### src/msq_pkg.sv
// Shared types, constants and the quarter-step pattern table for the
// multi-stepper sequencer. No dependencies.
`default_nettype none

package msq_pkg;

    // Motors served by one block (1 to 8).
    localparam int NUM_MOTORS = 8;
    localparam int MOTOR_AW   = (NUM_MOTORS > 1) ? $clog2(NUM_MOTORS) : 1;

    localparam int CMD_W     = 1;
    localparam int INDEX_W   = 3;
    localparam int STEPS_W   = 16;
    localparam int PHASE_W   = 4;
    localparam int PATTERN_W = 6;
    localparam int WORD_W    = 48;

    localparam logic [CMD_W-1:0] CMD_TICK = 1'b0;
    localparam logic [CMD_W-1:0] CMD_SET  = 1'b1;

    localparam logic [PATTERN_W-1:0] DISABLE_PATTERN = 6'h3f;

    typedef logic [MOTOR_AW-1:0] t_motor_idx;

    typedef struct packed {
        logic signed [STEPS_W-1:0] steps;
        logic [PHASE_W-1:0]        phase;
    } t_entry;

    // Result of one motor update: its pattern and the entry to write back.
    typedef struct packed {
        logic [PATTERN_W-1:0] pattern;
        t_entry               entry;
    } t_step_res;

    typedef enum logic [2:0] {
        S_IDLE = 3'b001,
        S_RUN  = 3'b010,
        S_DONE = 3'b100
    } t_state;

    function automatic logic [PATTERN_W-1:0] step_pattern(input logic [PHASE_W-1:0] sel);
        logic [PATTERN_W-1:0] pat;
        case (sel)
            4'h0: pat = 6'h0f;
            4'h1: pat = 6'h0b;
            4'h2: pat = 6'h2d;
            4'h3: pat = 6'h19;
            4'h4: pat = 6'h31;
            4'h5: pat = 6'h11;
            4'h6: pat = 6'h25;
            4'h7: pat = 6'h03;
            4'h8: pat = 6'h06;
            4'h9: pat = 6'h02;
            4'ha: pat = 6'h24;
            4'hb: pat = 6'h10;
            4'hc: pat = 6'h38;
            4'hd: pat = 6'h18;
            4'he: pat = 6'h2c;
            default: pat = 6'h0a;
        endcase
        return pat;
    endfunction

endpackage

`default_nettype wire

### src/msq_ram.sv
// Generic single-write, single-read RAM with registered read data.
// No dependencies.
`default_nettype none

module msq_ram #(
    parameter int WIDTH = 8,
    parameter int DEPTH = 8
) (
    input  wire logic                                   i_clk,
    input  wire logic                                   i_we,
    input  wire logic [((DEPTH > 1) ? $clog2(DEPTH) : 1)-1:0] i_waddr,
    input  wire logic [WIDTH-1:0]                       i_wdata,
    input  wire logic                                   i_re,
    input  wire logic [((DEPTH > 1) ? $clog2(DEPTH) : 1)-1:0] i_raddr,
    output logic [WIDTH-1:0]                            o_rdata
);

    logic [WIDTH-1:0] r_mem [DEPTH];

    always_ff @(posedge i_clk) begin
        if (i_we) begin
            r_mem[i_waddr] <= i_wdata;
        end
        if (i_re) begin
            o_rdata <= r_mem[i_raddr];
        end
    end

endmodule

`default_nettype wire

### src/msq_motor_step.sv
// Per-motor update: picks the quarter-step pattern and advances phase/count.
// Depends on msq_pkg.
`default_nettype none

module msq_motor_step (
    input  wire msq_pkg::t_entry i_entry,
    output msq_pkg::t_step_res   o_res
);

    logic                         moving;
    logic                         fwd;
    logic [msq_pkg::PHASE_W-1:0]  sel;
    logic [msq_pkg::PHASE_W-1:0]  phase_nxt;
    logic signed [msq_pkg::STEPS_W-1:0] steps_nxt;

    always_comb begin
        moving    = (i_entry.steps != '0);
        fwd       = !i_entry.steps[msq_pkg::STEPS_W-1];
        sel       = fwd ? i_entry.phase : ~i_entry.phase;
        phase_nxt = i_entry.phase + 1'b1;
        // count moves toward zero only when the phase wraps
        if (phase_nxt == '0) begin
            steps_nxt = fwd ? (i_entry.steps - 16'sd1) : (i_entry.steps + 16'sd1);
        end else begin
            steps_nxt = i_entry.steps;
        end

        if (moving) begin
            o_res.pattern     = msq_pkg::step_pattern(sel);
            o_res.entry.steps = steps_nxt;
            o_res.entry.phase = phase_nxt;
        end else begin
            o_res.pattern = msq_pkg::DISABLE_PATTERN;
            o_res.entry   = i_entry;
        end
    end

endmodule

`default_nettype wire

### src/multi_stepper_quarter_step_sequencer_core.sv
// Top level of the multi-stepper quarter-step sequencer.
// Depends on msq_pkg, msq_ram and msq_motor_step.
`default_nettype none

// Usage
//   Input channel (i_in_valid / o_in_stall) carries requests of two kinds:
//   a set request (i_command = set) loads one motor's signed step count and
//   leaves its phase; an index at or beyond the motor count is dropped.
//   A tick request walks all motors and yields one 48-bit drive word on the
//   output channel (o_out_valid / i_out_stall), first motor in the top bits.
//   Timing
//   A set request gives no result. A tick request keeps the input stalled
//   while it runs: counts and phases sit in two RAMs and are read, updated
//   and written back one motor per cycle, then the done state places the
//   word in the output register once that register is free.
//   Stalling
//   The output register holds a finished word while the receiver stalls;
//   new requests are still taken meanwhile. A following tick waits in its
//   final cycle until the output register is free.
//   Reset
//   Per-motor valid flags for counts and phases are cleared, so every motor
//   reads as count zero, phase zero (idle, disable pattern) until written.

module multi_stepper_quarter_step_sequencer_core (
    input  wire logic                                i_clk,
    input  wire logic                                i_rst_n,
    input  wire logic                                i_in_valid,
    output logic                                     o_in_stall,
    input  wire logic [msq_pkg::CMD_W-1:0]           i_command,
    input  wire logic [msq_pkg::INDEX_W-1:0]         i_motor_index,
    input  wire logic signed [msq_pkg::STEPS_W-1:0]  i_motion_value,
    output logic                                     o_out_valid,
    input  wire logic                                i_out_stall,
    output logic [msq_pkg::WORD_W-1:0]               o_drive_word
);

    localparam msq_pkg::t_motor_idx LAST_IDX = msq_pkg::t_motor_idx'(msq_pkg::NUM_MOTORS - 1);

    msq_pkg::t_state r_state, n_state;
    msq_pkg::t_motor_idx r_idx, n_idx;
    logic [msq_pkg::NUM_MOTORS-1:0] r_stp_vld, n_stp_vld;
    logic [msq_pkg::NUM_MOTORS-1:0] r_ph_vld, n_ph_vld;
    logic r_stp_rd_vld;
    logic r_ph_rd_vld;
    logic [msq_pkg::WORD_W-1:0] r_word, n_word;
    logic r_out_valid, n_out_valid;
    logic [msq_pkg::WORD_W-1:0] r_drive, n_drive;

    logic in_acc;
    logic set_acc;
    logic set_ok;
    logic tick_acc;
    logic out_free;

    logic                            steps_we;
    logic                            phase_we;
    msq_pkg::t_motor_idx             ram_waddr;
    logic [msq_pkg::STEPS_W-1:0]     steps_wdata;
    logic [msq_pkg::PHASE_W-1:0]     phase_wdata;
    logic                            ram_re;
    msq_pkg::t_motor_idx             ram_raddr;
    logic [msq_pkg::STEPS_W-1:0]     steps_rdata;
    logic [msq_pkg::PHASE_W-1:0]     phase_rdata;

    msq_pkg::t_entry   cur_entry;
    msq_pkg::t_step_res step_res;

    assign o_in_stall  = (r_state != msq_pkg::S_IDLE);
    assign o_out_valid = r_out_valid;
    assign o_drive_word = r_drive;

    assign in_acc   = i_in_valid && !o_in_stall;
    assign set_acc  = in_acc && (i_command == msq_pkg::CMD_SET);
    assign tick_acc = in_acc && (i_command == msq_pkg::CMD_TICK);
    assign set_ok   = (32'(i_motor_index) < msq_pkg::NUM_MOTORS);
    assign out_free = !r_out_valid || !i_out_stall;

    // never-written entries read as the reset value (idle, phase zero)
    always_comb begin
        cur_entry.steps = r_stp_rd_vld ? steps_rdata : '0;
        cur_entry.phase = r_ph_rd_vld ? phase_rdata : '0;
    end

    msq_motor_step u_step (
        .i_entry (cur_entry),
        .o_res   (step_res)
    );

    msq_ram #(
        .WIDTH (msq_pkg::STEPS_W),
        .DEPTH (msq_pkg::NUM_MOTORS)
    ) u_steps_ram (
        .i_clk   (i_clk),
        .i_we    (steps_we),
        .i_waddr (ram_waddr),
        .i_wdata (steps_wdata),
        .i_re    (ram_re),
        .i_raddr (ram_raddr),
        .o_rdata (steps_rdata)
    );

    msq_ram #(
        .WIDTH (msq_pkg::PHASE_W),
        .DEPTH (msq_pkg::NUM_MOTORS)
    ) u_phase_ram (
        .i_clk   (i_clk),
        .i_we    (phase_we),
        .i_waddr (ram_waddr),
        .i_wdata (phase_wdata),
        .i_re    (ram_re),
        .i_raddr (ram_raddr),
        .o_rdata (phase_rdata)
    );

    assign phase_wdata = step_res.entry.phase;

    // RAM ports: set writes happen only in idle, updates only while running,
    // so the write port never sees both. The read of motor k+1 overlaps the
    // write-back of motor k, which is a different entry.
    always_comb begin
        steps_we    = 1'b0;
        phase_we    = 1'b0;
        ram_waddr   = r_idx;
        steps_wdata = step_res.entry.steps;
        ram_re      = 1'b0;
        ram_raddr   = '0;
        if (r_state == msq_pkg::S_RUN) begin
            steps_we = 1'b1;
            phase_we = 1'b1;
            if (r_idx != LAST_IDX) begin
                ram_re    = 1'b1;
                ram_raddr = r_idx + 1'b1;
            end
        end else if (set_acc && set_ok) begin
            // a set rewrites the count only; the phase entry is left alone
            steps_we    = 1'b1;
            ram_waddr   = msq_pkg::t_motor_idx'(i_motor_index);
            steps_wdata = i_motion_value;
        end
        if (tick_acc) begin
            ram_re    = 1'b1;
            ram_raddr = '0;
        end
    end

    always_comb begin
        n_state     = r_state;
        n_idx       = r_idx;
        n_stp_vld   = r_stp_vld;
        n_ph_vld    = r_ph_vld;
        n_word      = r_word;
        n_out_valid = r_out_valid;
        n_drive     = r_drive;

        if (r_out_valid && !i_out_stall) begin
            n_out_valid = 1'b0;
        end

        unique case (r_state)
            msq_pkg::S_IDLE: begin
                if (set_acc && set_ok) begin
                    n_stp_vld[msq_pkg::t_motor_idx'(i_motor_index)] = 1'b1;
                end
                if (tick_acc) begin
                    n_state = msq_pkg::S_RUN;
                    n_idx   = '0;
                    n_word  = '0;
                end
            end
            msq_pkg::S_RUN: begin
                n_stp_vld[r_idx] = 1'b1;
                n_ph_vld[r_idx]  = 1'b1;
                n_word = {r_word[msq_pkg::WORD_W-msq_pkg::PATTERN_W-1:0], step_res.pattern};
                if (r_idx == LAST_IDX) begin
                    n_state = msq_pkg::S_DONE;
                end else begin
                    n_idx = r_idx + 1'b1;
                end
            end
            msq_pkg::S_DONE: begin
                if (out_free) begin
                    n_out_valid = 1'b1;
                    n_drive     = r_word;
                    n_state     = msq_pkg::S_IDLE;
                end
            end
            default: n_state = msq_pkg::S_IDLE;
        endcase
    end

    always_ff @(posedge i_clk) begin
        if (!i_rst_n) begin
            r_state      <= msq_pkg::S_IDLE;
            r_idx        <= '0;
            r_stp_vld    <= '0;
            r_ph_vld     <= '0;
            r_out_valid  <= 1'b0;
            r_stp_rd_vld <= 1'b0;
            r_ph_rd_vld  <= 1'b0;
        end else begin
            r_state     <= n_state;
            r_idx       <= n_idx;
            r_stp_vld   <= n_stp_vld;
            r_ph_vld    <= n_ph_vld;
            r_out_valid <= n_out_valid;
            if (ram_re) begin
                r_stp_rd_vld <= r_stp_vld[ram_raddr];
                r_ph_rd_vld  <= r_ph_vld[ram_raddr];
            end
        end
    end

    always_ff @(posedge i_clk) begin
        r_word  <= n_word;
        r_drive <= n_drive;
    end

endmodule

`default_nettype wire

### config.mk
export PLATFORM = sky130hd
export DESIGN_NAME = multi_stepper_quarter_step_sequencer_core
export DESIGN_NICKNAME = d
export VERILOG_FILES = /design/src/msq_pkg.sv /design/src/msq_ram.sv /design/src/msq_motor_step.sv /design/src/multi_stepper_quarter_step_sequencer_core.sv
export SDC_FILE = /design/constraint.sdc
export NUM_CORES = 1
export LEC_CHECK = 0
export ABC_AREA = 1
export BUFFER_PORTS_ARGS = -buffer_cell sky130_fd_sc_hd__buf_4
export CORE_MARGIN = 2
export CORE_UTILIZATION = 40
export CTS_CLUSTER_SIZE = 8
export DETAILED_ROUTE_END_ITERATION = 7
export SLEW_MARGIN = 15
export SYNTH_ARGS = -nofsm -noshare
export SYNTH_HDL_FRONTEND = slang
export SYNTH_SLANG_ARGS = --single-unit
### constraint.sdc
create_clock -name i_clk -period 4.3 [get_ports i_clk]
set_clock_uncertainty 0.2 [all_clocks]
set_input_delay 0.215 -clock i_clk [delete_from_list [all_inputs] [get_ports i_clk]]
set_output_delay 0.215 -clock i_clk [all_outputs]
set_load 0.01 [all_outputs]
==> results of run 1 <==
==> worst max path at each step <==
stage                                     to  slack, ns  cells after the start
global placement     u_steps_ram.r_mem[2][3]       1.09                     11
finish               u_steps_ram.r_mem[4][5]       0.90                     10
global route        u_steps_ram.r_mem[6][13]       0.66                     10
floorplan                    o_drive_word[0]       0.98                      4
detailed placement   u_steps_ram.r_mem[2][3]       0.96                     11
CTS                 u_steps_ram.r_mem[6][13]       0.85                     10
==> sequential cells by signal, indices dropped and copies added, names as in the netlist <==
| register | flops |
|---|---|
| u_steps_ram.r_mem | 128 |
| o_drive_word | 48 |
| r_word | 48 |
| u_phase_ram.r_mem | 32 |
| u_steps_ram.o_rdata | 16 |
| r_ph_vld | 8 |
| r_stp_vld | 8 |
| u_phase_ram.o_rdata | 4 |
| r_idx | 3 |
| r_state | 3 |
| o_out_valid | 1 |
| r_ph_rd_vld | 1 |
| r_stp_rd_vld | 1 |
==> report_power, final <==
part	total, uW	internal, uW	switching [uW]
combinational	467	136	330
sequential	3330	3300	31.0
clock	3050	1870	1180
==> through the flow <==
step,utilization [%],hold WS (ns)
floorplan,-,0.0997
global placement,43.3,0.204
detailed placement,43.3,0.205
CTS,47.4,0.00940
global route,47.4,0.0559
finish,47.4,0.0236
==> area by class of cell <==
class,count,share of cell area [%]
clock buffer,65,7.71
timing repair buffer,96,4.97
inverter,141,3.47
sequential,301,57.4
tap,442,3.61
clock inverter,2,0.302
multi-input combinational,688,22.5
==> Yosys cell counts, types with 9 or more instances <==
cell	n	share of area (%)
a21oi_1	103	4.0
a31oi_1	23	1.1
buf_2	13	0.50
buf_4	9	0.52
clkbuf_1	17	0.49
dfxtp_1	25	3.8
edfxtp_1	276	64
ha_1	15	1.4
inv_1	133	3.8
nand2_1	224	6.5
nand3_1	48	1.8
nor2_1	107	3.1
o21a_1	41	2.4
o21ai_0	46	1.8
o21ai_1	29	1.1
==> layout by cell type (no fill, tap or decap), types with 23 or more instances in the layout <==
cell | synthesis | routed
nand3_1 | 48 | 48
buf_4 | 9 | 84
o21a_1 | 41 | 41
a31oi_1 | 23 | 23
o21ai_1 | 29 | 29
o21ai_0 | 46 | 46
a21oi_1 | 103 | 103
nand2_1 | 224 | 223
dfxtp_1 | 25 | 25
inv_1 | 133 | 133
edfxtp_1 | 276 | 276
clkbuf_16 | 0 | 44
nor2_1 | 107 | 106
==> kinds of logic (layout without fill, tap and decap cells) <==
family | Yosys count | in the layout | synth area share, %
XOR/XNOR | 9 | 9 | 0.606
buffers and inverters | 188 | 304 | 6.00
AND/OR/NAND/NOR | 414 | 414 | 13.5
adder cells (fa/ha/maj) | 15 | 15 | 1.44
flip-flops | 301 | 301 | 67.6
AO/OA/AOI/OAI | 250 | 250 | 10.8
==> metal layers <==
metal,share of wire [%],wire [um],GRT usage [%],vias to the layer above
met2,47,14100,29.9,260
li1,-,-,-,4225
met1,44,13300,23.8,4193
met5,0,0,0,-
met4,2.5,759,5.89,0
met3,5.8,1740,2.88,59
==> worst max-delay path, stage by stage, from the launching register on <==
cell and delay [ns]:
dfxtp_1 0.31, inv_1 0.12, nand3_4 0.11, nor2_1 0.12
inv_1 0.09, nor2_1 0.44, inv_1 0.15, o21ai_0 0.10
dlygate4sd3_1 0.56, nand2_1 0.06, inv_1 0.72
==> run summary, run 1 <==
Slew Limit Fails = 0
CP Capture Type = register
Hold EP = u_steps_ram.r_mem[6][5]
Syn_nets = 1,216
Area of the multi-input gates = 3440 um2
Die ar. = 34,000 um2
Non-filler cells, final = 1,735
CTS Buf Count = 43
Placed cell area = 14,000 um2
Antenna Diode Count = 0
Final number of setup-violating endpoints = 0
Drt first pass iters = 5
Fill count = 2,906
Starting Density = 40.3%
Netlist cell types = 42
Core Box Area = 32,300 um2
R2r worst-path depth = 10
DR DRC count = 0
Congestion Overflow GR = 0
Final WL = 30,000 um
Placed Cells = 1,657
Worst EP arrival = 3.33 ns
CP max FO = 16
Clock sink count = 301
Initial antenna violation count = 0
Req. time, crit path = 4.24 ns
Post-route cell area = 15,300 um2
DRT antenna net count = 0
Die Y = 184 um
CP startpoint kind = register
Mapped Area = 13,000 um2
Outcome = complete, no violations
Clk pin slew, worst setup/hold paths = 0.05 ns
Final period util = 79.0%
Die X = 184 um
Critical setup path kind = register to register
Fmax = 295 MHz
Post-synth EDFFs = 276
Pin count of the biggest net entering global routing = 94
Sum Neg Setup Slack = 0 ns
Pwr Density = 447 nW/um2
Worst Setup SP = r_state[0]
Vias = 8,737
Deepest clock path buffer count = 3
Average size of a mapped cell = 11.0 um2
All-Layer GR Usage = 17.9%
Hold Path Stages = 3
Register bit total from synthesis = 301
Via density per instance = 5.04
FF-to-FF End = u_steps_ram.r_mem[4][5]
Yosys warnings = 0
Worst slew pin tran = 1.10 ns
Vias in the first global route = 8,544
Worst IR drop on VDD = 0.258 mV
Critical R2R Launch = r_state[0]
Reg area = 8790 um2
Port bufs = 73
Setup ws final = 0.905 ns
Final #Nets = 1,310
CTS Root Cell = clkbuf_16
Initial DRC count = 699
Post-synthesis cell count = 1,177
I/O pin cnt = 74
Clk_lat worst skew = 0.53 ns
Final hold violation count = 0
Reg2reg setup slack = 0.90 ns
Post_cts resized = 0
Share of cells above drive strength 1 = 12.7%
Place WS = 0.964 ns
CTS tree = built
Post-DR wirelength/cell = 17.3 um
Final Critical Period = 3.40 ns
HP Class = input port to register
Async S/R FF share, synth = 0%
First-pass GRT wire length = 46,800 um
Layout area overhead = 17.7%
Leak Pwr = 0.00606 uW
Postcts setup bufs = 0
Overall power = 6840 uW
Placer Congestion = 0.990
RSZ-0062 raised after global routing = no
Min-delay src = i_motion_value[5]
Register area share after synthesis = 67.6%
Number of hold buffers added after CTS = 11
Dpl hpwl = 18,600 um
Relative slew slack = 26.4%
Top_reg_cell synth = edfxtp_1
Maxcap violations = 0
H-tree Lvls = 2
Row count = 66
Power figures use the tool's default switching activity.
==> inputs of run 2 (changes only) <==
ABC_AREA = 0   (was 1)
clock period = 3.5 ns   (was 4.3 ns; I/O delays follow)
==> run 2 against run 1 <==
Against the previous run:
- wire length is 11% lower
- cell count is 24% lower
- non-clock buffer count is 24 higher
- maximum frequency is 4.8% higher
- core utilization is 0.98 points higher
- power is 19% higher
==> run summary, run 2 <==
Dominant cell by count in the synthesized netlist = edfxtp_1
Post-DR wirelength/cell = 20.2 um
Die ar. = 33,000 um2
DRT antenna net count = 0
WL met2 = 13,200 um
Syn_nets = 821
RSZ-0062 raised after global routing = no
Slowest cell on crit path = a2111oi_2
Top Layer Used = met4
Antenna Diode Count = 0
Starting Density = 40.4%
Max FFs per register = 128
Clock sink count = 301
Final Critical Period = 3.24 ns
Top_reg_cell synth = edfxtp_1
WL met3 = 1250 um
CTS Buf Count = 43
Leading area contributor after synthesis = edfxtp_1
Clk pin slew, worst setup/hold paths = 0.05 ns
Async S/R FF share, synth = 0%
Die Y = 182 um
CP startpoint kind = register
Min-delay src = i_motion_value[0]
Post-layout util = 48.4%
Post-synthesis cell count = 782
Drt first pass iters = 4
Worst EP arrival = 3.32 ns
Row count = 65
Cell Chain, Critical Path = buf_4, and2_1, ha_1, o21ai_0, a21oi_1, o21ai_0, nor2_1, a2111oi_2, mux2i_1, a31oi_2
Req. time, crit path = 3.58 ns
Outcome = complete, no violations
Dpl hpwl = 16,600 um
Synth area leaders = edfxtp_1, mux4_1, dfxtp_1
Register bit total from synthesis = 301
HP Class = input port to register
Register area share after synthesis = 69.5%
First-pass GRT wire length = 41,200 um
Critical R2R Launch = r_stp_rd_vld
Pin count of the biggest net entering global routing = 49
Sum Neg Setup Slack = 0 ns
Fmax = 309 MHz
Commonest non-fill, non-tap cells in the layout = edfxtp_1, buf_4, and2_1
Mapped Area = 12,600 um2
CTS Root Cell = clkbuf_16
Placed cell area = 13,800 um2
Share of cells above drive strength 1 = 23.6%
Yosys warnings = 0
Slew Limit Fails = 0
Die X = 182 um
Vias = 7,155
Met1 wire length = 11,700 um
CP Capture Type = register
Worst slew pin tran = 0.932 ns
Final #Nets = 943
Placer Congestion = 0.865
Via density per instance = 5.40
I/O pin cnt = 74
Commonest non-fill, non-tap cell in the layout = edfxtp_1
Worst Setup SP = r_stp_rd_vld
Leak Pwr = 0.00531 uW
Initial DRC count = 505
Core Box Area = 31,300 um2
Register with the most flip-flops = u_steps_ram.r_mem
Final period util = 92.5%
Deepest clock path buffer count = 3
CP max FO = 34
Congestion Overflow GR = 0
CP most frequent cell = o21ai_0
Maxcap violations = 0
Netlist cell types = 65
Vias in the first global route = 7,150
Fill count = 2,570
Average size of a mapped cell = 16.2 um2
Post-route cell area = 15,100 um2
Final number of setup-violating endpoints = 0
Top delay family on crit path = compound AO/OA/AOI/OAI gates
CTS tree = built
Relative slew slack = 37.4%
Port bufs = 73
Clk_lat worst skew = 0.54 ns
Layout area overhead = 19.8%
Post-synth EDFFs = 276
Final hold violation count = 0
All-Layer GR Usage = 16.3%
Initial antenna violation count = 0
CP Buf/Inv Count = 1
Top cell type's share of synthesized area = 65.6%
Final WL = 26,800 um
Peak per-stage delay on the critical path = 0.43 ns
Worst IR drop on VDD = 0.314 mV
DR DRC count = 0
Pwr Density = 538 nW/um2
Top cells by count, synth = edfxtp_1, and2_1, nand2_1, a21oi_1, nor2_1
Critical setup path kind = register to register
H-tree Lvls = 2
[run 2: stage by stage]
step	instances	worst slack (ns)	power [uW]	hold WS [ns]
2_1_floorplan	782	0.451	4340	0.103
3_3_place_gp	1248	0.265	4480	0.201
3_5_place_dp	1248	0.193	4480	0.205
4_1_cts	1324	0.169	8230	0.00142
5_1_grt	1326	0.0502	8410	0.0271
6_report	1326	0.261	8150	0.00913
[run 2: cell type report]
type	count	area (um2)	area share, %
repair buffers	120	968	6.39
multi-input cells	424	3610	23.9
well taps	402	503	3.32
clock buffers	62	1170	7.72
clock inverters	3	51.3	0.339
inverters	14	52.6	0.347
flip-flops and latches	301	8790	58.0
[run 2: what timing repair did]
action,CTS,global route
hold endpoints to repair,81,8
setup endpoints to repair,0,43
setup buffers,0,1
hold buffers,11,1
resized for setup,0,5
[run 2: logic make-up (layout without fill, tap and decap cells)]
family	count (synthesis)	after routing	share of synthesized area, %
multiplexers	74	74	10.9
adder cells (fa/ha/maj)	15	15	1.48
AND/OR/NAND/NOR	192	192	8.22
flip-flops	301	301	69.5
buffers and inverters	57	199	2.32
AO/OA/AOI/OAI	125	125	6.34
XOR/XNOR	18	18	1.25
[run 2: metal layers]
metal	track usage (%)	vias up
met2	27.3	198
met3	2.97	49
met1	21.3	3622
met4	6.02	0
met5	0	-
li1	-	3286
[run 2: where the power goes]
part | total (uW) | switching, uW | internal (uW) | leakage, uW
clock network | 3720 | 1430 | 2290 | 0.000586
logic | 399 | 245 | 154 | 0.00197
registers | 4040 | 31.4 | 4000 | 0.00275
[run 2: final timing paths]
| check | slack, ns | depth (start not counted) | to |
|---|---|---|---|
| worst max-delay path | 0.26 | 10 | u_steps_ram.r_mem[7][13] |
| worst min-delay path | 0.009 | 3 | u_steps_ram.r_mem[3][0] |
| worst max register to register | 0.26 | 10 | u_steps_ram.r_mem[7][13] |
| worst min register to register | 0.21 | 0 | o_drive_word[45] |
[run 2: worst register-to-register path: stages (launching register included)]
cell       delay, ns
dfxtp_1         0.31
buf_4           0.31
and2_1          0.23
ha_1            0.30
o21ai_0         0.13
a21oi_1         0.09
o21ai_0         0.28
nor2_1          0.15
a2111oi_2       0.43
mux2i_1         0.15
a31oi_2         0.43
